`config.mk`:
```
export PLATFORM = sky130hd
export DESIGN_NAME = rpn_ram
export DESIGN_NICKNAME = d
export VERILOG_FILES = /design/src/rtl/rpn_stack_calculator_top_macros.svh /design/src/rtl/rpn_ram.sv
export SDC_FILE = /design/constraint.sdc
export NUM_CORES = 2
export LEC_CHECK = 0
export BUFFER_PORTS_ARGS = -buffer_cell sky130_fd_sc_hd__buf_4
export CAP_MARGIN = 30
export CORE_ASPECT_RATIO = 1.2
export CORE_MARGIN = 5
export CORE_UTILIZATION = 45
export DETAILED_ROUTE_END_ITERATION = 12
export PLACE_DENSITY = 0.62
export SKIP_LAST_GASP = 1
export SLEW_MARGIN = 5
export SYNTH_ARGS = -nofsm -noshare
export SYNTH_HDL_FRONTEND = slang
export SYNTH_SLANG_ARGS = --single-unit
```
`constraint.sdc`:
```
create_clock -name aclk -period 9.55 [get_ports aclk]
set_input_delay 0.955 -clock aclk [delete_from_list [all_inputs] [get_ports aclk]]
set_output_delay 0.955 -clock aclk [all_outputs]
set_load 0.05 [all_outputs]
```
`src/rtl/rpn_stack_calculator_top_macros.svh`:
```
// Assertion macros for the RPN calculator.
`ifndef RPN_STACK_CALCULATOR_TOP_MACROS_SVH
`define RPN_STACK_CALCULATOR_TOP_MACROS_SVH
`ifndef SYNTHESIS
`define RPN_ASSERT_IMP(label, clk, rstn, ante, cons) \
    label: assert property (@(posedge clk) disable iff (!rstn) (ante) |-> (cons)) \
        else $error("assertion failed");
`define RPN_ASSERT_NXT(label, clk, rstn, ante, cons) \
    label: assert property (@(posedge clk) disable iff (!rstn) (ante) |=> (cons)) \
        else $error("assertion failed");
`else
`define RPN_ASSERT_IMP(label, clk, rstn, ante, cons)
`define RPN_ASSERT_NXT(label, clk, rstn, ante, cons)
`endif
`endif

```
`src/rtl/rpn_ram.sv`:
```
// Generic single-port-write, one-read RAM with registered read.
`timescale 1ns / 1ps
module rpn_ram #(
    parameter int WIDTH = 32,
    parameter int DEPTH = 64
) (
    input  logic                     aclk,
    input  logic                     we,
    input  logic [$clog2(DEPTH)-1:0] waddr,
    input  logic [WIDTH-1:0]         wdata,
    input  logic [$clog2(DEPTH)-1:0] raddr,
    output logic [WIDTH-1:0]         rdata
);
    logic [WIDTH-1:0] mem [DEPTH];

    always_ff @(posedge aclk) begin
        if (we) begin
            mem[waddr] <= wdata;
        end
        rdata <= mem[raddr];
    end
endmodule

```
# [Yosys cells after proc, flatten, opt, wreduce, memory -nomap -nowiden]
# Memory sizes are Yosys's and may differ from the RTL's. A register that Yosys moved wholly into a read port is not among the register bits.
# Index checks and enable logic that the tools add are counted.
# Widths: inputs -> output; s select.
[word_totals] word_cells=3 mem_bits_rw=2048 ff_bits=0 mem_count=1
[memory_table] name="mem" depth=64 word_bits=32 read_ports=1 rd_clocked_by_memory_dff=1 wr=1 line="rpn_ram.sv:14" text="logic [WIDTH-1:0] mem [DEPTH];"
[classes] mux=2
[op_table] operator="$mux 1" count=2

# [Longest topological paths before layout]
[logic_depth] ltp_word=2 mapped_depth=10 mapped_depth_nobuf=5

# [Worst setup path after synthesis]
# OpenSTA, ideal clock, no wires.
[synth_timing] kind="input-to-reg" from="input waddr[3]" to="memory mem[48][0], enable pin" n_path_buf=1 path_slack_ps=5435 cell_stages=4 arrival_time_ps=3654 cell_sequence="clkbuf_1 > nor2b_1 > nand4b_1 > nor3_1"
[synth_rtl] item="from (decl)" line="rpn_ram.sv:9" text="input logic [$clog2(DEPTH)-1:0] waddr,"
[synth_rtl] item="to (decl)" line="rpn_ram.sv:14"
# Straight into the memory's write port.

==> summary.md <==
| Metric | Value |
|---|---|
| Core Region | roughly 0.17 mm2 |
| Starting density of the core | 0.451 |
| Worst Tran Pin Value | a little over 1 ns |
| WHS Path Cells | 1 |
| Setup Fix Bufs, Post-CTS | 0 |
| Startpoint Class | input port |
| CP endpoint kind | flip-flop |
| DRC Markers | 0 |
| Clock skew | 0.0269 ns |
| Routability cong. | between 0.7 and 0.8 |
| Design Power | 0.0188 W |
| Largest fanout on the critical path | 55 |
| Initial antenna violation count | 11 |
| Finish-stage setup viols | 0 |
| Pwr dens | between 200 and 250 mW/mm2 |
| Cell count after synthesis | between 3k and 4k |
| # nets final | between 3k and 4k |
| HPWL after DPL | 104000 um |
| Root Driver | clkbuf_16 |
| Synthesized area | approximately 0.079 mm2 |
| DRT Pass-1 Iters | 5 |
| Final Hold Viols | 0 |
| Worst Path Class, Setup | in -> reg |
| CP required | slightly above 10 ns |
| DRT iter0 DRCs | between 4k and 5k |
| Met3 Use GR | 0.0373 |
| Register area share after synthesis | 0.791 |
| Routed vias | 36.5k |
| Pins over their slew limit | 0 |
| Status | completed |
| FILL cells | around 13k |
| Max Clk Rate | approximately 250 MHz |
| Slowest stage delay, CP | ~0.7 ns |
| First-pass GRT wire length | approximately 280000 um |
| Unrepaired setup endpoints after global routing | no |
| Sink Count | 2080 |
| Synth unique cells | 34 |
| Leak Pwr | ~27 nW |
| Met1 Use GR | 0.311 |
| FFs w/ async S/R, synth | 0 |
| Largest net degree at the start of global routing | between 90 and 100 |
| Predominant post-synthesis flop cell | edfxtp_1 |
| Register area | 0.0621 mm2 |
| Fin Hold WS | around 0.66 ns |
| Clock Path Buffers | 3 |
| Cts hold-fix bufs | 0 |
| CTS tree | yes |
| Max-Cap Viols | 0 |
| Post-Synthesis Net Count | between 3k and 4k |
| GR Util All Layers | 0.218 |
| Die Y-Extent | ~470 um |
| Slowest stage cell, crit path | o22ai_1 |
| Area contributors post-synth | edfxtp_1 78%, mux4_2 16%, mux2i_1 1.2%, dfxtp_1 0.82%, o22ai_1 0.67% |
| Min Tclk post-route | 3.97 ns |
| CP Cell Sequence | buf_8 > buf_4 > buf_4 > mux4_2 > mux4_2 > o22ai_1 > nor2_1 |
| Number of flops mapped to enable cells by yosys | slightly above 2k |
| IO Pins | roughly 80 |
| Overflow left after global routing | 0 |
| Period utilization | 0.416 |
| Max VDD drop | approximately 0.19 mV |
| Drt via density | 6.11 |
| Met2 Use GR | 0.355 |
| Post-CTS sizing | 0 |
| Footprint of the multi-input gates | approximately 0.016 mm2 |
| Worst Path Arrival | 4.64 ns |
| Die X | 391 um |
| IO buf count | 77 |
| DIE AREA | roughly 0.18 mm2 |
| CTS HTree Levels | 4 |
| Total CTS buffers | roughly 190 |
| Worst rel slew slack | 0.321 |
| Routed WL | between 150000 and 200000 um |
| Clk Latency, worst-skew pair | roughly 0.8 ns |
| R2R cell count | 4 |
| Warnings from Yosys | 0 |
| Vias in the first global route | 37.6k |
| Final ANT Viol Nets | 0 |
| Avg Inst Size Synth | around 24 um2 |
| Share of the synthesized area in the top cell type | 0.783 |
| DR WL/cell | around 33 um |
| TNS Setup | 0 ns |
| #FFs+latches synth | 2080 |
| Top Usage Layer GRT | met2 |
| Hold WC Path Type | in -> reg |
| Clock slew at reported path FFs | 0.06 ns |
| Synth area leader | edfxtp_1 |
| Layout area overhead | 12.9% |
| Row cnt | approximately 170 |
| Share of cells above drive strength 1 | 0.293 |
cell usage in the layout (no fill, tap or decap), types with 11 or more instances in the layout:
cell	instances
buf_4	169
clkbuf_16	197
clkinv_2	40
o221ai_1	27
clkbuf_1	31
nor2_1	75
a22oi_1	12
clkinv_1	39
bufinv_16	19
a21oi_1	62
clkbuf_8	11
nand2_1	26
mux4_2	544
mux2i_1	93
nor2b_1	14
edfxtp_1	2048
dfxtp_1	32
nor2_4	62
o22ai_1	84
metal layers:
layer | vias to the layer above | routed length [um]
li1 | 14600 | -
met1 | 20000 | 79900
met2 | 1580 | 97700
met3 | 249 | 15800
met4 | 4 | 4370
met5 | - | 27
path summary, 6_finish.rpt:
path                                      startpoint                     to  slack, ns
worst max-delay path                        raddr[0]       rdata[5]$_DFF_P_       5.58
worst min-delay path                       wdata[22]  mem[13][22]$_DFFE_PP_       0.66
worst max register to register  mem[35][5]$_DFFE_PP_       rdata[5]$_DFF_P_       7.21
worst min register to register  mem[12][4]$_DFFE_PP_       rdata[4]$_DFF_P_       0.75
critical path, delay by kind of cell:
| family | cells | cell delay, ns |
|---|---|---|
| AND/OR/NAND/NOR | 1 | 0.12 |
| AO/OA/AOI/OAI | 1 | 0.72 |
| multiplexers | 2 | 1.07 |
| buffers and inverters | 3 | 1.67 |
flip-flops by register name, indices dropped and copies added (netlist names):
register / count
mem: 2048
rdata: 32
stage by stage:
| stage | utilization | worst slack (ns) | cell area [um2] | instances |
|---|---|---|---|---|
| after global placement | 0.473 | 4.56 | 82400 | 5613 |
| after detailed placement | 0.473 | 4.53 | 82400 | 5615 |
| after global routing | 0.509 | 5.38 | 88700 | 5968 |
| final | 0.510 | 5.58 | 88700 | 5971 |
| after CTS | 0.509 | 5.43 | 88600 | 5966 |
| after floorplan | - | 5.44 | 78500 | 3324 |
cell usage after synthesis (5+ instances only):
library cell,instances
buf_1,21
o221ai_1,27
buf_2,57
mux4_2,544
buf_6,5
o22ai_1,84
a21oi_1,62
nor2_1,137
buf_4,25
clkbuf_1,74
nand2_1,26
nand2b_1,8
nand3b_1,5
mux2i_1,93
nand3_1,5
nor3_1,7
nor2b_1,15
edfxtp_1,2048
a311oi_1,8
a22oi_1,12
dfxtp_1,32
kinds of logic (layout without fill, tap and decap cells):
kind of cell,Yosys count,after routing,share of synthesized area
AND/OR/NAND/NOR,223,223,0.0127
AO/OA/AOI/OAI,202,202,0.0167
other,0,4,0
multiplexers,637,637,0.168
buffers and inverters,182,530,0.0113
flip-flops,2080,2080,0.791
final cells by class:
class / instances / area share
diodes: 4 / 0.000113
clock buffers: 239 / 0.0586
clock inverters: 112 / 0.0119
multi-input cells: 1062 / 0.180
flip-flops and latches: 2080 / 0.701
well taps: 2295 / 0.0324
repair buffers: 179 / 0.0162
power breakdown:
part	internal [W]	total, W	switching (W)	leakage [nW]
Combinational	0.000341	0.000954	0.000613	5.61
Sequential	0.0101	0.0102	0.0000468	18.7
Clock	0.00436	0.00764	0.00328	3.08
Total	0.0148	0.0188	0.00394	27.4
Power figures use the tool's default switching activity.
