==> src/rtl/rpn_stack_calculator_top_macros.svh <==
// Assertion macros for the RPN calculator.
`ifndef RPN_STACK_CALCULATOR_TOP_MACROS_SVH
`define RPN_STACK_CALCULATOR_TOP_MACROS_SVH
`ifndef SYNTHESIS
`define RPN_ASSERT_IMP(label, clk, rstn, ante, cons) \
    label: assert property (@(posedge clk) disable iff (!rstn) (ante) |-> (cons)) \
        else $error("assertion failed");
`define RPN_ASSERT_NXT(label, clk, rstn, ante, cons) \
    label: assert property (@(posedge clk) disable iff (!rstn) (ante) |=> (cons)) \
        else $error("assertion failed");
`else
`define RPN_ASSERT_IMP(label, clk, rstn, ante, cons)
`define RPN_ASSERT_NXT(label, clk, rstn, ante, cons)
`endif
`endif

==> src/rtl/rpn_pkg.sv <==
// Shared constants and types for the RPN calculator.
`timescale 1ns / 1ps
package rpn_pkg;
    localparam int STACK_DEPTH = 64;
    localparam int PTR_W = $clog2(STACK_DEPTH);
    localparam int CNT_W = $clog2(STACK_DEPTH + 1);

    localparam logic [3:0] OP_PUSH = 4'd0;
    localparam logic [3:0] OP_ADD  = 4'd1;
    localparam logic [3:0] OP_SUB  = 4'd2;
    localparam logic [3:0] OP_MUL  = 4'd3;
    localparam logic [3:0] OP_DIV  = 4'd4;
    localparam logic [3:0] OP_POW  = 4'd5;
    localparam logic [3:0] OP_SQRT = 4'd6;
    localparam logic [3:0] OP_LOG  = 4'd7;
    localparam logic [3:0] OP_SEL  = 4'd8;

    localparam logic [1:0] ST_VALID = 2'd0;
    localparam logic [1:0] ST_NONE  = 2'd1;
    localparam logic [1:0] ST_ERROR = 2'd2;

    // controller -> datapath
    typedef struct packed {
        logic       start;     // start iterative unit with latched op
        logic [3:0] op;
    } rpn_cmd_t;

    // datapath -> controller
    typedef struct packed {
        logic        done;
        logic        fail;
        logic [31:0] result;
    } rpn_sts_t;
endpackage

==> src/rtl/rpn_alu.sv <==
// Iterative arithmetic datapath: one step of div/pow/sqrt/log per cycle.
`timescale 1ns / 1ps
module rpn_alu (
    input  logic             aclk,
    input  logic             aresetn,
    input  rpn_pkg::rpn_cmd_t cmd,
    input  logic [31:0]      a,
    input  logic [31:0]      b,
    input  logic [31:0]      c,
    output rpn_pkg::rpn_sts_t sts
);
    logic        busy_reg, busy_next;
    logic [3:0]  op_reg, op_next;
    logic [5:0]  cnt_reg, cnt_next;
    logic [31:0] x_reg, x_next;   // div: remainder; pow: acc; sqrt: n; log: k
    logic [31:0] y_reg, y_next;   // div: quotient/dividend; pow: square; sqrt: root
    logic [32:0] z_reg, z_next;   // div: divisor; pow: exponent; sqrt: bit; log: power
    logic [31:0] w_reg, w_next;   // log: base
    logic        neg_reg, neg_next;
    logic [31:0] arg_reg, arg_next;
    rpn_pkg::rpn_sts_t sts_next;

    logic [63:0] prod;
    logic [31:0] mula, mulb;
    logic [32:0] rem_sh;
    logic [31:0] abs_a, abs_b;
    logic [32:0] rb;

    assign abs_a = a[31] ? (~a + 32'd1) : a;
    assign abs_b = b[31] ? (~b + 32'd1) : b;

    always_comb begin
        mula = x_reg;
        mulb = y_reg;
        if (op_reg == rpn_pkg::OP_POW && !z_reg[0]) begin
            mula = y_reg;
        end else if (op_reg == rpn_pkg::OP_LOG) begin
            mula = z_reg[31:0];
            mulb = w_reg;
        end
    end
    assign prod = {32'd0, mula} * {32'd0, mulb};
    assign rem_sh = {x_reg, y_reg[31]};
    assign rb = {1'b0, y_reg} + z_reg;

    always_comb begin
        busy_next = busy_reg;
        op_next = op_reg;
        cnt_next = cnt_reg;
        x_next = x_reg;
        y_next = y_reg;
        z_next = z_reg;
        w_next = w_reg;
        neg_next = neg_reg;
        arg_next = arg_reg;
        sts_next = '0;
        if (cmd.start) begin
            op_next = cmd.op;
            unique case (cmd.op)
                rpn_pkg::OP_ADD: sts_next = '{1'b1, 1'b0, a + b};
                rpn_pkg::OP_SUB: sts_next = '{1'b1, 1'b0, a - b};
                rpn_pkg::OP_MUL: begin
                    busy_next = 1'b1; x_next = a; y_next = b; z_next = '0;
                    cnt_next = 6'd0;
                end
                rpn_pkg::OP_DIV: begin
                    if (b == 32'd0) begin
                        sts_next = '{1'b1, 1'b1, 32'd0};
                    end else begin
                        busy_next = 1'b1; x_next = '0; y_next = abs_a;
                        z_next = {1'b0, abs_b}; neg_next = a[31] ^ b[31];
                        cnt_next = 6'd32;
                    end
                end
                rpn_pkg::OP_POW: begin
                    if (a == 32'd0) begin
                        sts_next = '{1'b1, b == 32'd0, 32'd0};
                    end else if (b[31]) begin
                        if (a == 32'd1) sts_next = '{1'b1, 1'b0, 32'd1};
                        else if (a == 32'hFFFF_FFFF)
                            sts_next = '{1'b1, 1'b0, b[0] ? 32'hFFFF_FFFF : 32'd1};
                        else sts_next = '{1'b1, 1'b0, 32'd0};
                    end else begin
                        busy_next = 1'b1; x_next = 32'd1; y_next = a;
                        z_next = {1'b0, b};
                    end
                end
                rpn_pkg::OP_SQRT: begin
                    if (a[31]) begin
                        sts_next = '{1'b1, 1'b1, 32'd0};
                    end else begin
                        busy_next = 1'b1; x_next = a; y_next = '0;
                        z_next = 33'h0_4000_0000;
                    end
                end
                rpn_pkg::OP_LOG: begin
                    if ($signed(b) <= 32'sd1 || $signed(a) <= 32'sd0) begin
                        sts_next = '{1'b1, 1'b1, 32'd0};
                    end else begin
                        busy_next = 1'b1; x_next = '0; z_next = 33'd1;
                        w_next = b; arg_next = a;
                    end
                end
                rpn_pkg::OP_SEL: sts_next = '{1'b1, 1'b0, (c == 32'd0) ? a : b};
                default: sts_next = '{1'b1, 1'b1, 32'd0};
            endcase
        end else if (busy_reg) begin
            unique case (op_reg)
                rpn_pkg::OP_MUL: begin
                    busy_next = 1'b0;
                    sts_next = '{1'b1, 1'b0, prod[31:0]};
                end
                rpn_pkg::OP_DIV: begin
                    // restoring division, one quotient bit per step
                    if (rem_sh >= z_reg) x_next = 32'(rem_sh - z_reg);
                    else x_next = rem_sh[31:0];
                    y_next = {y_reg[30:0], rem_sh >= z_reg};
                    cnt_next = cnt_reg - 6'd1;
                    if (cnt_reg == 6'd1) begin
                        busy_next = 1'b0;
                        sts_next = '{1'b1, 1'b0,
                            neg_reg ? (~y_next + 32'd1) : y_next};
                    end
                end
                rpn_pkg::OP_POW: begin
                    // odd exponent bit: acc *= sq, then sq *= sq next cycle
                    if (z_reg[31:0] == 32'd0) begin
                        busy_next = 1'b0;
                        sts_next = '{1'b1, 1'b0, x_reg};
                    end else if (z_reg[0]) begin
                        x_next = prod[31:0];
                        z_next = {z_reg[32:1], 1'b0};
                    end else begin
                        y_next = prod[31:0];
                        z_next = {1'b0, z_reg[32:1]};
                    end
                end
                rpn_pkg::OP_SQRT: begin
                    if (z_reg == 33'd0) begin
                        busy_next = 1'b0;
                        sts_next = '{1'b1, 1'b0, y_reg};
                    end else begin
                        if ({1'b0, x_reg} >= rb) begin
                            x_next = 32'({1'b0, x_reg} - rb);
                            y_next = {1'b0, y_reg[31:1]} + z_reg[31:0];
                        end else begin
                            y_next = {1'b0, y_reg[31:1]};
                        end
                        z_next = {2'b00, z_reg[32:2]};
                    end
                end
                default: begin
                    // log: p *= base until p >= arg
                    if (z_reg >= {1'b0, arg_reg}) begin
                        busy_next = 1'b0;
                        sts_next = '{1'b1, 1'b0, x_reg};
                    end else begin
                        x_next = x_reg + 32'd1;
                        z_next = (prod[63:32] != 32'd0) ? 33'h1_0000_0000
                                                         : {1'b0, prod[31:0]};
                    end
                end
            endcase
        end
    end

    always_ff @(posedge aclk) begin
        if (!aresetn) begin
            busy_reg <= 1'b0;
            sts <= '0;
        end else begin
            busy_reg <= busy_next;
            sts <= sts_next;
        end
        op_reg <= op_next;
        cnt_reg <= cnt_next;
        x_reg <= x_next;
        y_reg <= y_next;
        z_reg <= z_next;
        w_reg <= w_next;
        neg_reg <= neg_next;
        arg_reg <= arg_next;
    end
endmodule

==> config.mk <==
export PLATFORM = sky130hd
export DESIGN_NAME = rpn_alu
export DESIGN_NICKNAME = d
export VERILOG_FILES = /design/src/rtl/rpn_stack_calculator_top_macros.svh /design/src/rtl/rpn_pkg.sv /design/src/rtl/rpn_alu.sv
export SDC_FILE = /design/constraint.sdc
export NUM_CORES = 2
export LEC_CHECK = 0
export BUFFER_PORTS_ARGS = -buffer_cell sky130_fd_sc_hd__buf_2
export CAP_MARGIN = 30
export CORE_MARGIN = 2
export CORE_UTILIZATION = 50
export CTS_CLUSTER_SIZE = 30
export DETAILED_ROUTE_END_ITERATION = 8
export PLACE_DENSITY = 0.66
export SYNTH_ARGS = -nofsm -noshare
export SYNTH_HDL_FRONTEND = slang
export SYNTH_SLANG_ARGS = --single-unit
==> constraint.sdc <==
create_clock -name aclk -period 13 [get_ports aclk]
set_input_delay 1.3 -clock aclk [delete_from_list [all_inputs] [get_ports aclk]]
set_output_delay 1.3 -clock aclk [all_outputs]
set_load 0.005 [all_outputs]
; Word level (Yosys, flattened, before mapping)
; Cells that the tools add are included.
[op_classes]
n_mul = 1
n_addsub = 11
bitwise_logic = 6
n_eq_ne = 33
mux = 83
order_cmp = 5
reduce_logical = 21
[op_table]
columns = operator, count
row1 = two-way mux 32 bit, 34
row2 = two-way mux 33 bit, 12
row3 = two-way mux 34 bit, 11
row4 = case mux 34 bit (8 select lines), 1
row5 = case mux 32 bit (4 select lines), 2
row6 = case mux 33 bit (5 select lines), 1
row7 = case mux 32 bit (5 select lines), 1
row8 = case mux 34 bit (4 select lines), 1
row9 = adder 32 x 1 -> 32 bit (second input constant), 4
row10 = zero test 32 bit, 4
row11 = case mux 33 bit (3 select lines), 1
row12 = inverter 32 bit, 3
row13 = case mux 32 bit (3 select lines), 1
row14 = subtractor 32 bit, 3
row15 = multiplier 32 x 32 -> 64 bit, 1
row16 = adder 32 x 33 -> 33 bit, 1
row17 = >= comparator 32 x 33 -> 1 bit, 1
row18 = >= comparator 33 x 32 -> 1 bit, 1
row19 = >= comparator 33 bit, 1
row20 = zero test 33 bit, 1
row21 = adder 31 x 32 -> 32 bit, 1
row22 = adder 32 bit, 1
row23 = equality test 32 x 1 -> 1 bit (second input constant), 1
row24 = equality test 32 bit (second input constant), 1
row25 = other kinds (37), 71
[word_totals]
inputBits = 103
wordCells = 173
reg_bits = 207
out_inout_bits = 34

; Longest topological paths before layout
[depth]
ltp_word = 10
ltp_mapped = 41
ltp_nobuf = 35

; Worst setup path before layout
; Ideal clock, no wire load.
[synth_timing]
path_type = reg2reg
start = reg op_reg[2]
end = reg z_reg[10], data pin
path_stages_with_launch = 33
arrival_ns = 9.626
slack_ns = 3.207
setup_ns = 0.166
n_path_buf = 5
cell_sequence = edfxtp_1 nor3b_1 nand2_1 nor2_1 clkbuf_1 o21a_1 clkbuf_1 buf_1 nor2_1 fa_1 fa_1 inv_1 fa_1 fa_1 inv_1 fa_1 fa_1 fa_1 fa_1 ha_1 clkbuf_1 a21o_1 a31oi_1 a31oi_1 nor4_4 o311ai_2 a22o_1 a2111oi_2 nand4_1 nor4b_2 nand4_1 buf_4 o31ai_2
[synth_via]
elab_chain_len = 10
[synth_lines]
columns = element, line_no
row1 = from (decl), rpn_alu.sv:13  ; logic [3:0] op_reg, op_next;
row2 = from (signal assigned), rpn_alu.sv:175  ; op_reg <= op_next;
row3 = equality test 4 x 3 -> 1 bit (on tied branches), "rpn_alu.sv:37, rpn_alu.sv:35, rpn_alu.sv:108"
row4 = two-way mux 32 bit or logical AND 1 bit (tied branches), "rpn_alu.sv:37, rpn_alu.sv:35"
row5 = two-way mux 32 bit, rpn_alu.sv:35  ; if (op_reg == rpn_pkg::OP_POW && !z_reg[0]) begin
row6 = multiplier 32 x 32 -> 64 bit, rpn_alu.sv:42  ; assign prod = {32'd0, mula} * {32'd0, mulb};
row7 = nonzero test 32 bit, rpn_alu.sv:159  ; z_next = (prod[63:32] != 32'd0) ? 33'h1_0000_0000
row8 = two-way mux 33 bit, rpn_alu.sv:159
row9 = two-way mux 33 bit, rpn_alu.sv:154  ; if (z_reg >= {1'b0, arg_reg}) begin
row10 = case mux 33 bit (3 select lines) *, rpn_alu.sv:108  ; unique case (op_reg)
row11 = two-way mux 33 bit *, rpn_alu.sv:107  ; end else if (busy_reg) begin
row12 = two-way mux 33 bit *, rpn_alu.sv:57  ; if (cmd.start) begin
row13 = net z_next[10], rpn_alu.sv:17  ; logic [32:0] z_reg, z_next;
row14 = to (signal assigned), rpn_alu.sv:179  ; z_reg <= z_next;
row15 = to (decl), rpn_alu.sv:17
; The timed path passes the listed nets; every way through them passes the cells marked *. The select of a mux whose other input is x is not followed.
; A chain may end at the register's enable or synchronous reset.

; Final worst setup path
[layout_timing]
start = reg op_reg[2]
end = reg z_reg[4], data pin
; Same word-level chain as after synthesis.

==> out/metrics.yaml <==
nets: 8289
cts_resized: 0
status: "completed"
syn_inst: 6859
syn_avg_cell_area_um2: 8.36
synth_nets: 8357
synth_area_um2: 57400
clockRootBuffer: "clkbuf_16"
die_y_um: 343
initial_core_util_pct: 50.3
cts_setup_buffers: 0
drt_iter0_drc: 7531
seq_area_frac_synth_pct: 10.2
crit_path_end_kind: "register"
fin_crit_ns: 12.59
worstPathMaxFanout: 39
firstDrtPassIters: 9
num_vias: 53700
grt_pass1_wl_mm: 350
clkLatencyLatePin_ns: 0.61
critPathKind: "reg2reg"
fmax_mhz: 79.5
period_share_pct: 96.8
max-slew-margin-rel_pct: 18.7
final-hold-violation-count: 0
async_flop_share_pct: 0
coreArea_um2: 114000
path_clk_slew_ns: 0.06
grt_max_degree: 81
worstPathBufferInverterCount: 9
wirelength_mm: 237
area_growth_pct: 6.29
wl_per_cell_um: 28.5
hold_buffers: 0
dp_hpwl_mm: 189
cts_max_path_buffers: 3
slowest_stage: "a2111oi_0"
pre_cts_ws_ns: 0.880
fin_cells: 8326
crit_family: "adder cells"
cap_violations: 0
cts_tree: "built"
ys_seq_elements: 207
place.gp.congestion: 1.06
crit_arrival_ns: 12.99
finalSetupTns_ns: 0
required_ns: 13.40
antenna_found_initial: 8
h-tree-depth: 1
fin_skew_ns: 0.0389
port-buffer-count: 136
ys_types: 94
slew_violations: 0
crit_top_cell: "fa_1"
dp_cells: 8273
first_global_vias: 52900
io_pins: 137
hold_start: "busy_reg$_SDFFE_PN0P_"
min_path_type: "reg2reg"
setup_ws_ns: 0.414
viasPerCell: 6.44
synth-edff-count: 172
crit_path_max_incr_delay_ns: 0.78
startpoint: "op_reg[2]$_DFFE_PP_"
worst_pin_slew_ns: 1.21
drc: 0
yosys_warnings: 0
die-area_um2: 117000
drive_above_1_share_pct: 7.34
cp-start-kind: "register"
r2r_start: "op_reg[2]$_DFFE_PP_"
row_count: 124
grt_overflow_total: 0
largest_reg_flops: 34
ant_nets: 0
cts.sinks: 207
rsz0062_at_grt: "no"
grtUsageTotal_pct: 40.2
cts_buffers: 27
synth_ff_type: "edfxtp_1"
fp.dieW_um: 343
setup_viol: 0
-- Yosys cell counts, types with 13 or more instances --
cell / n / share of area, %
and2_1: 39 / 0.43
or3_1: 27 / 0.29
or2_2: 16 / 0.17
inv_1: 826 / 5.4
o21ai_0: 258 / 2.3
o211ai_1: 25 / 0.33
mux2_2: 50 / 0.98
o22ai_1: 19 / 0.21
clkbuf_1: 360 / 2.4
o22a_1: 24 / 0.37
o31ai_1: 34 / 0.44
edfxtp_1: 172 / 9.0
fa_1: 901 / 31
buf_1: 22 / 0.14
ha_1: 494 / 11
and3_1: 39 / 0.43
a221oi_1: 21 / 0.32
xnor2_1: 153 / 2.3
nand3_1: 88 / 0.77
a222oi_1: 15 / 0.26
nor4_1: 35 / 0.38
nand2b_1: 42 / 0.46
nand4_1: 53 / 0.58
a211oi_1: 49 / 0.64
a211o_1: 13 / 0.20
xor2_1: 114 / 1.7
o221ai_1: 26 / 0.40
nor3_1: 77 / 0.67
nor2_1: 891 / 5.8
o21a_1: 75 / 0.98
a31oi_1: 53 / 0.58
o21ai_1: 37 / 0.32
o21bai_1: 40 / 0.52
a21oi_1: 431 / 3.8
mux2i_1: 91 / 1.6
nor2b_1: 32 / 0.35
nand2_1: 774 / 5.1
a221o_1: 29 / 0.51
a21o_1: 123 / 1.6
a22oi_1: 52 / 0.68
dfxtp_1: 35 / 1.2
-- stage by stage --
stage | util [%] | area (um^2) | hold WS, ns
2_1_floorplan | - | 57400 | 0.449
3_3_place_gp | 52.5 | 59800 | 0.479
3_5_place_dp | 52.6 | 60000 | 0.488
4_1_cts | 53.5 | 61000 | 0.498
5_1_grt | 53.5 | 61000 | 0.524
6_report | 53.5 | 61000 | 0.501
-- cells in the final DEF, fill, tap and decap left out, types with 50 or more instances in the layout --
master    synthesis  layout
a21o_1          123     123
a21oi_1         431     430
a22oi_1          52      52
a31oi_1          53      53
buf_2            12     135
buf_4             2     158
edfxtp_1        172     172
fa_1            901     901
ha_1            494     494
inv_1           826     825
mux2_2           50      50
mux2i_1          91      65
nand2_1         774     774
nand3_1          88      87
nand4_1          53      53
nor2_1          891     887
nor3_1           77      74
o21a_1           75      75
o21ai_0         258     248
xnor2_1         153     153
xor2_1          114     114
-- path summary, 6_finish.rpt --
path / endpoint / slack, ns / cells past startpoint
worst max-delay path: z_reg[4]$_DFFE_PP_ / 0.41 / 36
worst min-delay path: busy_reg$_SDFFE_PN0P_ / 0.50 / 2
worst max register to register: z_reg[4]$_DFFE_PP_ / 0.41 / 36
worst min register to register: busy_reg$_SDFFE_PN0P_ / 0.50 / 2
-- cell families (layout without fill, tap and decap cells) --
| logic type | count (synthesis) | after routing | share of synthesized area (%) |
|---|---|---|---|
| fa+ha+maj | 1395 | 1395 | 42.2 |
| compound gates | 1444 | 1444 | 16.3 |
| buf+inv | 1232 | 1185 | 8.13 |
| xor+xnor | 268 | 268 | 4.12 |
| simple gates | 2167 | 2167 | 16.3 |
| mux | 146 | 146 | 2.67 |
| other cells | 0 | 2 | 0 |
| flops | 207 | 207 | 10.2 |
-- area by class of cell --
type,instances,area [um^2]
Sequential cell,207,5870
Timing Repair Buffer,304,2030
Antenna cell,2,5.00
Fill cell,10700,53100
Tap cell,1512,1890
Clock inverter,13,188
Clock buffer,37,763
Inverter,831,3120
Multi-Input combinational cell,5420,47100
-- layer usage --
layer,part of all wire [%],vias to the layer above,wire (um),track usage [%]
li1,-,22800,-,-
met1,39,26400,91600,55.1
met2,41,3760,97400,57.9
met3,14,736,34100,12.5
met4,5.9,8,14100,18.8
met5,0.024,-,56,0.120
-- worst register-to-register path, delay by kind of cell (launching register included) --
| family | cells | cell delay (ns) |
|---|---|---|
| adders and majority gates | 9 | 4.24 |
| AOI/OAI and AO/OA | 7 | 3.05 |
| and+or+nand+nor | 11 | 2.72 |
| buffers and inverters | 9 | 1.89 |
| DFF | 1 | 0.48 |
Power is not shown: default switching activity piles up to over one toggle a cycle in this logic, so the estimate is an artifact.
