**config.mk**
```make
export PLATFORM = sky130hd
export DESIGN_NAME = rpn_ctrl
export DESIGN_NICKNAME = d
export VERILOG_FILES = /design/src/rtl/rpn_pkg.sv /design/src/rtl/rpn_ctrl.sv
export VERILOG_INCLUDE_DIRS = /design/src /design/src/rtl
export SDC_FILE = /design/constraint.sdc
export NUM_CORES = 1
export LEC_CHECK = 0
export BUFFER_PORTS_ARGS = -buffer_cell sky130_fd_sc_hd__buf_2
export CAP_MARGIN = 20
export CORE_MARGIN = 2
export CORE_UTILIZATION = 52
export CTS_CLUSTER_SIZE = 25
export DETAILED_ROUTE_END_ITERATION = 10
export GPL_TIMING_DRIVEN = 0
export HOLD_SLACK_MARGIN = 0.03
export PLACE_DENSITY_LB_ADDON = 0.2
export SLEW_MARGIN = 20
export SYNTH_ARGS = -nofsm -noshare
export SYNTH_HDL_FRONTEND = slang
export SYNTH_SLANG_ARGS = --single-unit
```
**constraint.sdc**
```tcl
create_clock -name aclk -period 10.6 [get_ports aclk]
set_clock_uncertainty 0.15 [all_clocks]
set_input_delay 1.06 -clock aclk [delete_from_list [all_inputs] [get_ports aclk]]
set_output_delay 1.06 -clock aclk [all_outputs]
set_load 0.1 [all_outputs]
```
**src/rtl/rpn_stack_calculator_top_macros.svh**
```systemverilog
// Assertion macros for the RPN calculator.
`ifndef RPN_STACK_CALCULATOR_TOP_MACROS_SVH
`define RPN_STACK_CALCULATOR_TOP_MACROS_SVH
`ifndef SYNTHESIS
`define RPN_ASSERT_IMP(label, clk, rstn, ante, cons) \
    label: assert property (@(posedge clk) disable iff (!rstn) (ante) |-> (cons)) \
        else $error("assertion failed");
`define RPN_ASSERT_NXT(label, clk, rstn, ante, cons) \
    label: assert property (@(posedge clk) disable iff (!rstn) (ante) |=> (cons)) \
        else $error("assertion failed");
`else
`define RPN_ASSERT_IMP(label, clk, rstn, ante, cons)
`define RPN_ASSERT_NXT(label, clk, rstn, ante, cons)
`endif
`endif

```
**src/rtl/rpn_pkg.sv**
```systemverilog
// Shared constants and types for the RPN calculator.
`timescale 1ns / 1ps
package rpn_pkg;
    localparam int STACK_DEPTH = 64;
    localparam int PTR_W = $clog2(STACK_DEPTH);
    localparam int CNT_W = $clog2(STACK_DEPTH + 1);

    localparam logic [3:0] OP_PUSH = 4'd0;
    localparam logic [3:0] OP_ADD  = 4'd1;
    localparam logic [3:0] OP_SUB  = 4'd2;
    localparam logic [3:0] OP_MUL  = 4'd3;
    localparam logic [3:0] OP_DIV  = 4'd4;
    localparam logic [3:0] OP_POW  = 4'd5;
    localparam logic [3:0] OP_SQRT = 4'd6;
    localparam logic [3:0] OP_LOG  = 4'd7;
    localparam logic [3:0] OP_SEL  = 4'd8;

    localparam logic [1:0] ST_VALID = 2'd0;
    localparam logic [1:0] ST_NONE  = 2'd1;
    localparam logic [1:0] ST_ERROR = 2'd2;

    // controller -> datapath
    typedef struct packed {
        logic       start;     // start iterative unit with latched op
        logic [3:0] op;
    } rpn_cmd_t;

    // datapath -> controller
    typedef struct packed {
        logic        done;
        logic        fail;
        logic [31:0] result;
    } rpn_sts_t;
endpackage

```
**src/rtl/rpn_ctrl.sv**
```systemverilog
// Token sequencer: stack control, operand fetch, line status and output.
`timescale 1ns / 1ps
`include "rpn_stack_calculator_top_macros.svh"
module rpn_ctrl (
    input  logic              aclk,
    input  logic              aresetn,
    input  logic              s_tvalid,
    output logic              s_tready,
    input  logic [3:0]        s_type,
    input  logic [31:0]       s_value,
    input  logic              s_last,
    output logic              m_tvalid,
    input  logic              m_tready,
    output logic [1:0]        m_status,
    output logic [31:0]       m_value,
    output logic              ram_we,
    output logic [rpn_pkg::PTR_W-1:0] ram_waddr,
    output logic [31:0]       ram_wdata,
    output logic [rpn_pkg::PTR_W-1:0] ram_raddr,
    input  logic [31:0]       ram_rdata,
    output rpn_pkg::rpn_cmd_t cmd,
    output logic [31:0]       opa,
    output logic [31:0]       opb,
    output logic [31:0]       opc,
    input  rpn_pkg::rpn_sts_t sts
);
    localparam logic [2:0] S_IDLE = 3'd0;
    localparam logic [2:0] S_RDA  = 3'd1;
    localparam logic [2:0] S_RDB  = 3'd2;
    localparam logic [2:0] S_RDC  = 3'd3;
    localparam logic [2:0] S_EXEC = 3'd4;
    localparam logic [2:0] S_WAIT = 3'd5;
    localparam logic [2:0] S_END  = 3'd6;

    localparam logic [rpn_pkg::CNT_W-1:0] DEPTH_C = rpn_pkg::CNT_W'(rpn_pkg::STACK_DEPTH);

    logic [2:0]  state_reg, state_next;
    logic [rpn_pkg::CNT_W-1:0] cnt_reg, cnt_next;
    logic [31:0] last_reg, last_next;
    logic        have_reg, have_next, fail_reg, fail_next;
    logic [3:0]  op_reg, op_next;
    logic        eol_reg, eol_next;
    logic [1:0]  need_reg, need_next;
    logic [31:0] a_reg, a_next, b_reg, b_next, c_reg, c_next;
    logic        mv_reg, mv_next;
    logic [1:0]  ms_reg, ms_next;
    logic [31:0] mval_reg, mval_next;
    logic [1:0]  need;

    assign s_tready = (state_reg == S_IDLE) && !mv_reg;
    assign m_tvalid = mv_reg;
    assign m_status = ms_reg;
    assign m_value = mval_reg;
    assign opa = a_reg;
    assign opb = b_reg;
    assign opc = c_reg;

    always_comb begin
        unique case (s_type)
            rpn_pkg::OP_SQRT: need = 2'd1;
            rpn_pkg::OP_SEL:  need = 2'd3;
            default:          need = 2'd2;
        endcase
    end

    always_comb begin
        state_next = state_reg;
        cnt_next = cnt_reg;
        last_next = last_reg;
        have_next = have_reg;
        fail_next = fail_reg;
        op_next = op_reg;
        eol_next = eol_reg;
        need_next = need_reg;
        a_next = a_reg;
        b_next = b_reg;
        c_next = c_reg;
        mv_next = mv_reg && !m_tready;
        ms_next = ms_reg;
        mval_next = mval_reg;
        ram_we = 1'b0;
        ram_waddr = cnt_reg[rpn_pkg::PTR_W-1:0];
        ram_wdata = s_value;
        ram_raddr = cnt_reg[rpn_pkg::PTR_W-1:0] - rpn_pkg::PTR_W'(1);
        cmd = '0;
        cmd.op = op_reg;
        unique case (state_reg)
            S_IDLE: begin
                if (s_tvalid && s_tready) begin
                    op_next = s_type;
                    eol_next = s_last;
                    need_next = need;
                    state_next = S_END;
                    if (!fail_reg) begin
                        if (s_type == rpn_pkg::OP_PUSH) begin
                            if (cnt_reg >= DEPTH_C) begin
                                fail_next = 1'b1;
                            end else begin
                                ram_we = 1'b1;
                                cnt_next = cnt_reg + rpn_pkg::CNT_W'(1);
                            end
                        end else if (s_type > rpn_pkg::OP_SEL) begin
                            fail_next = 1'b1;
                        end else if (cnt_reg < rpn_pkg::CNT_W'(need)) begin
                            fail_next = 1'b1;
                        end else begin
                            state_next = S_RDA;
                        end
                    end
                end
            end
            S_RDA: begin
                // top entry was read at the accepting edge
                a_next = ram_rdata;
                ram_raddr = cnt_reg[rpn_pkg::PTR_W-1:0] - rpn_pkg::PTR_W'(2);
                state_next = S_RDB;
            end
            S_RDB: begin
                b_next = ram_rdata;
                ram_raddr = cnt_reg[rpn_pkg::PTR_W-1:0] - rpn_pkg::PTR_W'(3);
                state_next = S_RDC;
            end
            S_RDC: begin
                c_next = ram_rdata;
                state_next = S_EXEC;
            end
            S_EXEC: begin
                cmd.start = 1'b1;
                state_next = S_WAIT;
            end
            S_WAIT: begin
                if (sts.done) begin
                    if (sts.fail) begin
                        fail_next = 1'b1;
                    end else begin
                        ram_we = 1'b1;
                        ram_waddr = cnt_reg[rpn_pkg::PTR_W-1:0] - rpn_pkg::PTR_W'(need_reg);
                        ram_wdata = sts.result;
                        cnt_next = cnt_reg - rpn_pkg::CNT_W'(need_reg) + rpn_pkg::CNT_W'(1);
                        last_next = sts.result;
                        have_next = 1'b1;
                    end
                    state_next = S_END;
                end
            end
            default: begin
                state_next = S_IDLE;
                if (eol_reg) begin
                    mv_next = 1'b1;
                    ms_next = fail_reg ? rpn_pkg::ST_ERROR
                            : have_reg ? rpn_pkg::ST_VALID : rpn_pkg::ST_NONE;
                    mval_next = (!fail_reg && have_reg) ? last_reg : 32'd0;
                    cnt_next = '0;
                    last_next = '0;
                    have_next = 1'b0;
                    fail_next = 1'b0;
                end
            end
        endcase
    end

    always_ff @(posedge aclk) begin
        if (!aresetn) begin
            state_reg <= S_IDLE;
            cnt_reg <= '0;
            last_reg <= '0;
            have_reg <= 1'b0;
            fail_reg <= 1'b0;
            mv_reg <= 1'b0;
        end else begin
            state_reg <= state_next;
            cnt_reg <= cnt_next;
            last_reg <= last_next;
            have_reg <= have_next;
            fail_reg <= fail_next;
            mv_reg <= mv_next;
        end
        op_reg <= op_next;
        eol_reg <= eol_next;
        need_reg <= need_next;
        a_reg <= a_next;
        b_reg <= b_next;
        c_reg <= c_next;
        ms_reg <= ms_next;
        mval_reg <= mval_next;
    end

    `RPN_ASSERT_IMP(a_cnt_bound, aclk, aresetn, 1'b1, cnt_reg <= DEPTH_C)
    `RPN_ASSERT_IMP(a_no_accept_busy, aclk, aresetn, state_reg != S_IDLE, !s_tready)
    `RPN_ASSERT_IMP(a_err_zero, aclk, aresetn, mv_reg && ms_reg != rpn_pkg::ST_VALID, mval_reg == 32'd0)
    `RPN_ASSERT_NXT(a_start_wait, aclk, aresetn, state_reg == S_EXEC, state_reg == S_WAIT)
endmodule

```
Word-level counts from Yosys, hierarchy flattened
Index checks and enable logic that the tools add are counted.
- bitwise gates (word level): 3
- reduce and logical (&&, ||, !) cells: 20
- order comparisons: 3
- add/subtract/negate cells: 7
- multiply operators: 0
- div/mod/pow operators: 0
- muxes and demuxes: 51
- shifts and indexed selects: 0
- equal/unequal tests: 14
- operators with widths (kind ; count):
    two-way mux 32 bit ; 6
    one-hot mux 32 bit (2 select lines) ; 1
    two-way mux 7 bit ; 7
    two-way mux 1 bit ; 21
    one-hot mux 7 bit (3 select lines) ; 1
    two-way mux 3 bit ; 6
    two-way mux 6 bit ; 3
    one-hot mux 3 bit (6 select lines) ; 1
    adder 7 x 1 -> 7 bit, second input constant ; 2
    one-hot mux 6 bit (2 select lines) ; 1
    subtractor 6 x 2 -> 6 bit, second input constant ; 2
    inequality test 2 bit, second input constant ; 5
    AND reduction 8 bit ; 1
    >= comparator 7 bit, second input constant ; 1
    less-than comparator 7 x 2 -> 1 bit ; 1
    subtractor 7 x 2 -> 7 bit ; 1
    == test 3 x 2 -> 1 bit, second input constant ; 2
    == test 3 bit, second input constant ; 2
    AND reduction 2 bit ; 3
    OR reduction 6 bit ; 1
    subtractor 6 x 1 -> 6 bit, second input constant ; 1
    subtractor 6 x 2 -> 6 bit ; 1
    AND reduction 5 bit ; 1
    OR reduction 5 bit ; 1
    other kinds (17) ; 26
- bits in latches: 0
- flip-flop bits (word level): 182
- ROM bits: 0
- input port bits: 107
- logic and storage cells: 112
- RAM bits: 0
- output and inout bits: 182
- memories: 0

Depth between registers and ports, before layout
Gate-level depths: netlist of run 1.
- word-level depth: 9
- gate-level depth with buffers: 10
- gate-level depth less buffers: 10

Least setup slack after synthesis of run 1
Ideal clock, no wire load.
- path type: register to output
- from: reg state_reg[2]
- to: out ram_raddr[5] (netlist bit)
- slack: 5.244 ns
- arrival: 4.146 ns
- cell stages (with the launch flop): 7
- data required time: 9.390 ns
- path buffers: 1
- cells stage by stage: dfxtp_1 -> buf_2 -> nor3_2 -> a2111oi_0 -> a21oi_1 -> nor2_1 -> xnor2_1
- longest elaborated chain between the ends: 2
- elaborated cells between the ends (all ways): 3
- those cells by class: 2 x eq/ne; 1 x mux
- ends and longest elaborated chain (what ; RTL line ; source):
    start, declared ; rpn_ctrl.sv:37 ; logic [2:0] state_reg, state_next;
    start signal, assigned ; rpn_ctrl.sv:171 ; state_reg <= state_next;
    == test 3 x 2 -> 1 bit or == test 3 x 1 -> 1 bit (tied branches) ; rpn_ctrl.sv:87 ; unique case (state_reg)
    one-hot mux 6 bit (2 select lines) (*) ; rpn_ctrl.sv:87 ;
    end, declared ; rpn_ctrl.sv:19 ; output logic [rpn_pkg::PTR_W-1:0] ram_raddr,
Every way passes the cells marked *; elsewhere a longest branch is shown, timed or not.

Final worst setup path of run 1
- from: reg state_reg[1]
- to: out ram_raddr[4] (netlist bit)
The elaborated chain is that of the path after synthesis.

==> reports/qor.yml, run 1 <==
setup_path:
  startpoint_type: "flop"
  rr_endpoint: "cnt_reg[5]"
  required_ps: 9390
  rr_worst_depth: 10
  path_max_fanout: 34
  cp_top_family: "buffers and inverters"
  crit_type: "reg -> out"
  r2r_setup_slack_ps: 7800
  cpPeakStageDelay_ps: 580
  path_cells: "buf_2, inv_1, or3_1, inv_2, fa_1, mux2i_1, nor2b_1, xnor2_1, buf_2"
  arrival_ps: 3300
  rr_startpoint: "cnt_reg[1]"
  cpMaxStageDelayCell: "inv_2"
  path_buf_inv: 4
  end_kind: "output port"
  cp_common_cell: "buf_2"
power:
  p_comb_share_pct: 48.2
  fin_total_pwr_mw: 2.96
  vdd_drop_max_v: 0.000195
  p_clk_share_pct: 20.1
  p_leak_nw: 4.05
  p_sw_share_pct: 51.1
  power_density_nw_per_um2: 310
  seqPwrFrac_pct: 31.7
  p_int_mw: 1.45
  p_switching_mw: 1.51
yosys:
  ys.flop_type: "edfxtp_1"
  seq_area_frac_synth_pct: 69.5
  synthTopCellsByArea: "edfxtp_1, dfxtp_1, nand2_1"
  syn_nets: 709
  syn-instance-count: 577
  synth-seq-cells: 182
  synth-edff-count: 137
  synth.most_common_cell: "nand2_1"
  synth.largest_area_cell: "edfxtp_1"
  synth-async-reset-ratio_pct: 0
  synth_cell_type_count: 47
  syn_area_sq_um: 7210
  syn_area_per_cell_sq_um: 12.5
  yosysWarnings: 0
  synth_top_area_share_pct: 57.0
  synthTopCellsByCount: "nand2_1, edfxtp_1, a21oi_1, dfxtp_1, and2_1"
worst_hold_path:
  worstHoldEndpoint: "last_reg[22]"
  hp-start: "last_reg[22]"
  hold_path.class: "reg -> reg"
  hold_depth: 2
routing:
  drtPass1Iterations: 5
  viasPerCell: 5.21
  wl_per_cell_microns: 16.8
  drt-total-wl_microns: 18200
  first_iter_violations: 436
  detail-route-antenna-nets: 0
  drc: 0
  vias: 5652
sta:
  relSlewSlack_pct: 48.1
  setup_violations: 0
  max_freq_ghz: 0.222
  max_slew.worst_pin.slew_ps: 776
  holdWs_ps: 298
  fin_tns_setup_ps: 0
  rsz0062_at_grt: "false"
  slew_viol_final: 0
  timing.final.ws_setup_ps: 6090
  finalCritPeriodShare_pct: 42.6
  period_minus_slack_ps: 4510
  hold_violations: 0
die:
  die_h_microns: 122
  die_area_sq_um: 14800
  row_count: 43
  start_util_pct: 52.6
  ios: 289
  die_w_microns: 122
  coreArea_sq_um: 13700
clocking:
  root_buffer: "clkbuf_16"
  cts_tree: "yes"
  ctsHoldBuffers: 0
  postCtsSetupRepairBufs: 0
  clock-sinks: 182
  clkLatencyLatePin_ps: 430
  ctsResizeCount: 0
  clk_pin_slew_ps: 60
  cts_buffer_depth: 2
  cts_buffers: 17
  cts_htree_levels: 4
placed_design:
  gp_congestion: 0.851
  dp_hpwl_microns: 13900
  dp_slack_ps: 6380
  place_area_sq_um: 9000
  dpl.cell_count: 1052
  port-buffer-count: 288
global_route:
  grt_max_degree: 35
  antenna_found_initial: 1
  grt_pass1_wl_microns: 26600
  grt_pass1_vias: 5224
  grt_usage_pct: 24.2
  grt-ovfl-total: 0
layout:
  final_nets: 1023
  drive_above_1_share_pct: 37.8
  postLayoutCellArea_sq_um: 9560
  final_cells: 1085
  area_delta_synth_final_pct: 32.6
  finish.utilization_pct: 69.7
run:
  cap_violations: 0
status:
  status: "completed"
cell families after synthesis:
family | Yosys count | share of synthesized area (%)
XOR/XNOR | 14 | 1.70
adder cells (fa/ha/maj) | 25 | 4.65
multiplexers | 2 | 0.278
AO/OA/AOI/OAI | 80 | 6.92
AND/OR/NAND/NOR | 228 | 14.3
buffers and inverters | 46 | 2.60
flip-flops | 182 | 69.5
layout make-up:
class / count / area (sq um)
antenna: 1 / 2.50
buffer: 24 / 105
clock buffer: 20 / 437
clock inverter: 12 / 124
fill: 1004 / 4160
inverter: 22 / 82.6
multi-input combinational: 349 / 2020
sequential: 182 / 5010
tap: 180 / 225
timing repair buffer: 295 / 1550
layer usage:
layer / vias to the layer above / track usage (%) / routed length [microns]
li1: 2638 / - / -
met1: 2686 / 27.8 / 6880
met2: 282 / 40.9 / 9190
met3: 46 / 8.15 / 1500
met4: 0 / 11.4 / 627
met5: - / 0 / 0
placed cells by master (no fill, tap or decap), types with 3 or more instances in the layout:
cell type / count
o32ai_1: 5
xor2_1: 3
nand2b_1: 3
xnor2_1: 11
buf_6: 3
buf_2: 291
o21ai_0: 8
buf_4: 3
ha_1: 22
inv_1: 20
nand3_1: 4
nor2_1: 18
edfxtp_1: 137
nor3_2: 3
or3_1: 3
clkinv_4: 6
fa_1: 3
nor2b_1: 4
and2_1: 33
nor3_1: 6
nand2_1: 144
clkbuf_1: 22
a21oi_1: 49
dfxtp_1: 45
clkbuf_16: 17
tightest hold or removal path, delay by kind of cell (launching register included):
family / cells / cell delay, ps
simple gates: 1 / 50
compound gates: 1 / 50
flops: 1 / 300
power groups by stage:
stage / clock [mW] / sequential [mW] / combinational, mW
after detailed placement: 0 / 0.954 / 1.43
final: 0.596 / 0.939 / 1.43
after global routing: 0.631 / 0.948 / 1.48
after global placement: 0 / 0.956 / 1.39
after CTS: 0.605 / 0.940 / 1.43
after floorplan: 0 / 1.52 / 0.599
worst max path at each step:
stage            startpoint            end  slack (ps)  depth (start not counted)
2_1_floorplan  state_reg[2]   ram_raddr[5]        5240                          6
3_3_place_gp   state_reg[2]   ram_raddr[5]        5080                          7
3_5_place_dp        sts[33]  ram_wdata[30]        6380                          8
4_1_cts        state_reg[1]   ram_raddr[4]        6010                          9
5_1_grt        state_reg[1]   ram_raddr[4]        5840                          9
6_report       state_reg[1]   ram_raddr[4]        6090                          9
No activity file was read; power rests on OpenSTA's default activity.
==> run 2, diff against run 1 <==
Settings changed: ABC_AREA set to 1, CORE_UTILIZATION 52 to 44.
Clock period 10.6 ns to 4.1 ns, I/O delays scaled along.
==> run 2 against run 1 <==
Net effect:
- worst setup slack got worse by 5800 ps
- global-route usage fell by 4.4 points
- wire length fell by 2.5%
- clock power rose to 2.6 times the previous value
- worst hold slack got worse by 250 ps
- core utilization fell by 9.7 points
- final cell count rose by 11%
- clock-buffer cell count fell by 3
- first-iteration DRC count fell by 9.6%
- area after synthesis rose by 1.4%
- critical path type unchanged
- critical endpoint is now ram_raddr[5]
==> reports/qor.yml, run 2 <==
yosys:
  synth.most_common_cell: "nand2_1"
  synth-async-reset-ratio_pct: 0  # unchanged
  syn_area_sq_um: 7310  # +1.4%
  yosysWarnings: 0  # unchanged
  ys.flop_type: "edfxtp_1"
  synth-seq-cells: 182  # unchanged
  synth_cell_type_count: 32  # -32%
  synth.largest_area_cell: "edfxtp_1"
  syn_nets: 781  # +10%
  synth_top_area_share_pct: 56.3  # -0.78 points
  synth-edff-count: 137  # unchanged
  synthTopCellsByArea: "edfxtp_1, dfxtp_1, nand2_1"
  syn-instance-count: 649  # +12%
  syn_area_per_cell_sq_um: 11.3  # -9.9%
  seq_area_frac_synth_pct: 68.6  # -0.95 points
  synthTopCellsByCount: "nand2_1, edfxtp_1, inv_1, nor2_1, a21oi_1"
global_route:
  grt_max_degree: 34  # -2.9%
  grt_pass1_wl_microns: 26700  # +0.26%
  grt-ovfl-total: 0  # unchanged
  antenna_found_initial: 0  # -1
  grt_usage_pct: 19.8  # -4.4 points
  grt_pass1_vias: 5047  # -3.4%
clocking:
  postCtsSetupRepairBufs: 0  # unchanged
  root_buffer: "clkbuf_16"
  clkLatencyLatePin_ps: 420  # about the same
  cts_tree: "yes"
  cts_buffer_depth: 2  # unchanged
  cts_buffers: 17  # unchanged
  clk_pin_slew_ps: 70  # about the same
  clock-sinks: 182  # unchanged
  ctsResizeCount: 0  # unchanged
  cts_htree_levels: 4  # unchanged
  ctsHoldBuffers: 12  # +12
placed_design:
  port-buffer-count: 287  # -0.35%
  dp_hpwl_microns: 13500  # -2.9%
  gp_congestion: 0.873  # +2.6%
die:
  ios: 289  # unchanged
  start_util_pct: 44.6  # -8.0 points
  coreArea_sq_um: 16400  # +20%
  die_w_microns: 133  # +9.2%
  row_count: 47  # +9.3%
  die_h_microns: 133  # +9.2%
  die_area_sq_um: 17700  # +19%
setup_path:
  arrival_ps: 3210  # -90 ps
  crit_end: "ram_raddr[5]"
  cp_num_cells: 9  # unchanged
  crit_type: "reg -> out"
  path_buf_inv: 2  # -2
  rr_endpoint: "cnt_reg[5]"
  rr_worst_depth: 13  # +3
  r2r_setup_slack_ps: 1340  # -6460 ps
  cpMaxStageDelayCell: "nor3_4"
  startpoint_type: "flop"
  cpPeakStageDelay_ps: 610  # +30 ps
  rr_startpoint: "cnt_reg[1]"
  path_cells: "nor3_4, inv_1, ha_1, a211o_1, nand2_1, o21ai_0, nor2_1, xor2_2, buf_2"
  required_ps: 3540  # -5850 ps
  critPathLaunch: "state_reg[2]"
  end_kind: "output port"
  path_max_fanout: 11  # -68%
  cp_top_family: "simple AND/OR/NAND/NOR gates"
run:
  cap_violations: 0  # unchanged
sta:
  relSlewSlack_pct: 48.5  # +0.35 points
  finalCritPeriodShare_pct: 91.9
  max_freq_ghz: 0.265
  period_minus_slack_ps: 3770
  setup_violations: 0  # unchanged
  hold_violations: 0  # unchanged
  max_slew.worst_pin.slew_ps: 772  # -3.82 ps
  fin_tns_setup_ps: 0  # unchanged
  holdWs_ps: 43.7  # -255 ps
  slew_viol_final: 0  # unchanged
  rsz0062_at_grt: "false"
routing:
  drc: 0  # unchanged
  first_iter_violations: 394  # -9.6%
  drtPass1Iterations: 5  # unchanged
  detail-route-antenna-nets: 0  # unchanged
  drt-total-wl_microns: 17800  # -2.5%
  viasPerCell: 4.62  # -11%
  vias: 5573  # -1.4%
  wl_per_cell_microns: 14.7  # -12%
layout:
  drive_above_1_share_pct: 35.7  # -2.1 points
  area_delta_synth_final_pct: 34.6
  final_nets: 1104  # +7.9%
  num_antenna_cells: 0  # -1
  mostFrequentLayoutCell: "buf_2"
  final_cell_mix: "buf_2, nand2_1, edfxtp_1"
power:
  power_density_nw_per_um2: 758  # +140%
  p_leak_nw: 4.15  # +2.4%
  vdd_drop_max_v: 0.00137  # +600%
status:
  status: "completed"
worst_hold_path:
  hold_path.class: "in -> reg"
==> run 2: layout make-up <==
class	instances	area, sq um
clock inverter	15	145
sequential	182	5010
multi-input combinational	376	1960
buffer	17	98.8
inverter	74	278
timing repair buffer	304	1640
tap	220	275
fill	1400	6570
clock buffer	17	425
==> run 2: through the flow <==
step	util, %	std cells	total power [mW]	setup slack (ps)	area (sq um)
floorplan	-	649	5.33	166	7340
global placement	55.2	1156	5.91	-213	9050
detailed placement	55.7	1160	5.94	749	9140
CTS	59.9	1204	7.49	283	9830
global route	60.0	1205	7.77	101	9840
finish	60.0	1205	7.46	331	9840
==> run 2: worst min path at each step <==
stage | start | endpoint | slack, ps | cells after the start
detailed placement | fail_reg | m_status[1] | 290 | 0
finish | ram_rdata[26] | opa[26] | 40 | 1
global route | ram_rdata[29] | opc[29] | 30 | 1
global placement | fail_reg | m_status[1] | 290 | 0
CTS | ram_rdata[9] | opb[9] | 30 | 1
floorplan | fail_reg | m_status[1] | 280 | 0
==> run 2: kinds of logic after synthesis <==
logic type / share of synthesized area, %
compound gates: 5.94
xor+xnor: 1.20
fa+ha+maj: 4.59
buf+inv: 5.15
flops: 68.6
simple gates: 14.5
==> run 2: routing by layer <==
metal  global-route usage (%)  up-vias  share of wire [%]
li1                         -     2790                  -
met1                     24.4     2544                 40
met2                     33.9      197                 51
met3                     3.72       42                5.5
met4                     9.14        0                3.3
met5                        0        -                  0
==> run 2: worst reg2reg max path: cells and delay by family, from the launching register on <==
family | cells | cell delay [ps]
compound gates | 3 | 330
buf+inv | 3 | 370
simple gates | 4 | 300
flops | 1 | 510
fa+ha+maj | 3 | 990
==> run 2: where the power goes <==
group	internal [mW]	leakage [nW]	switching [mW]
combinational	0.574	2.30	2.97
clock	0.853	0.283	0.696
sequential	2.25	1.57	0.112
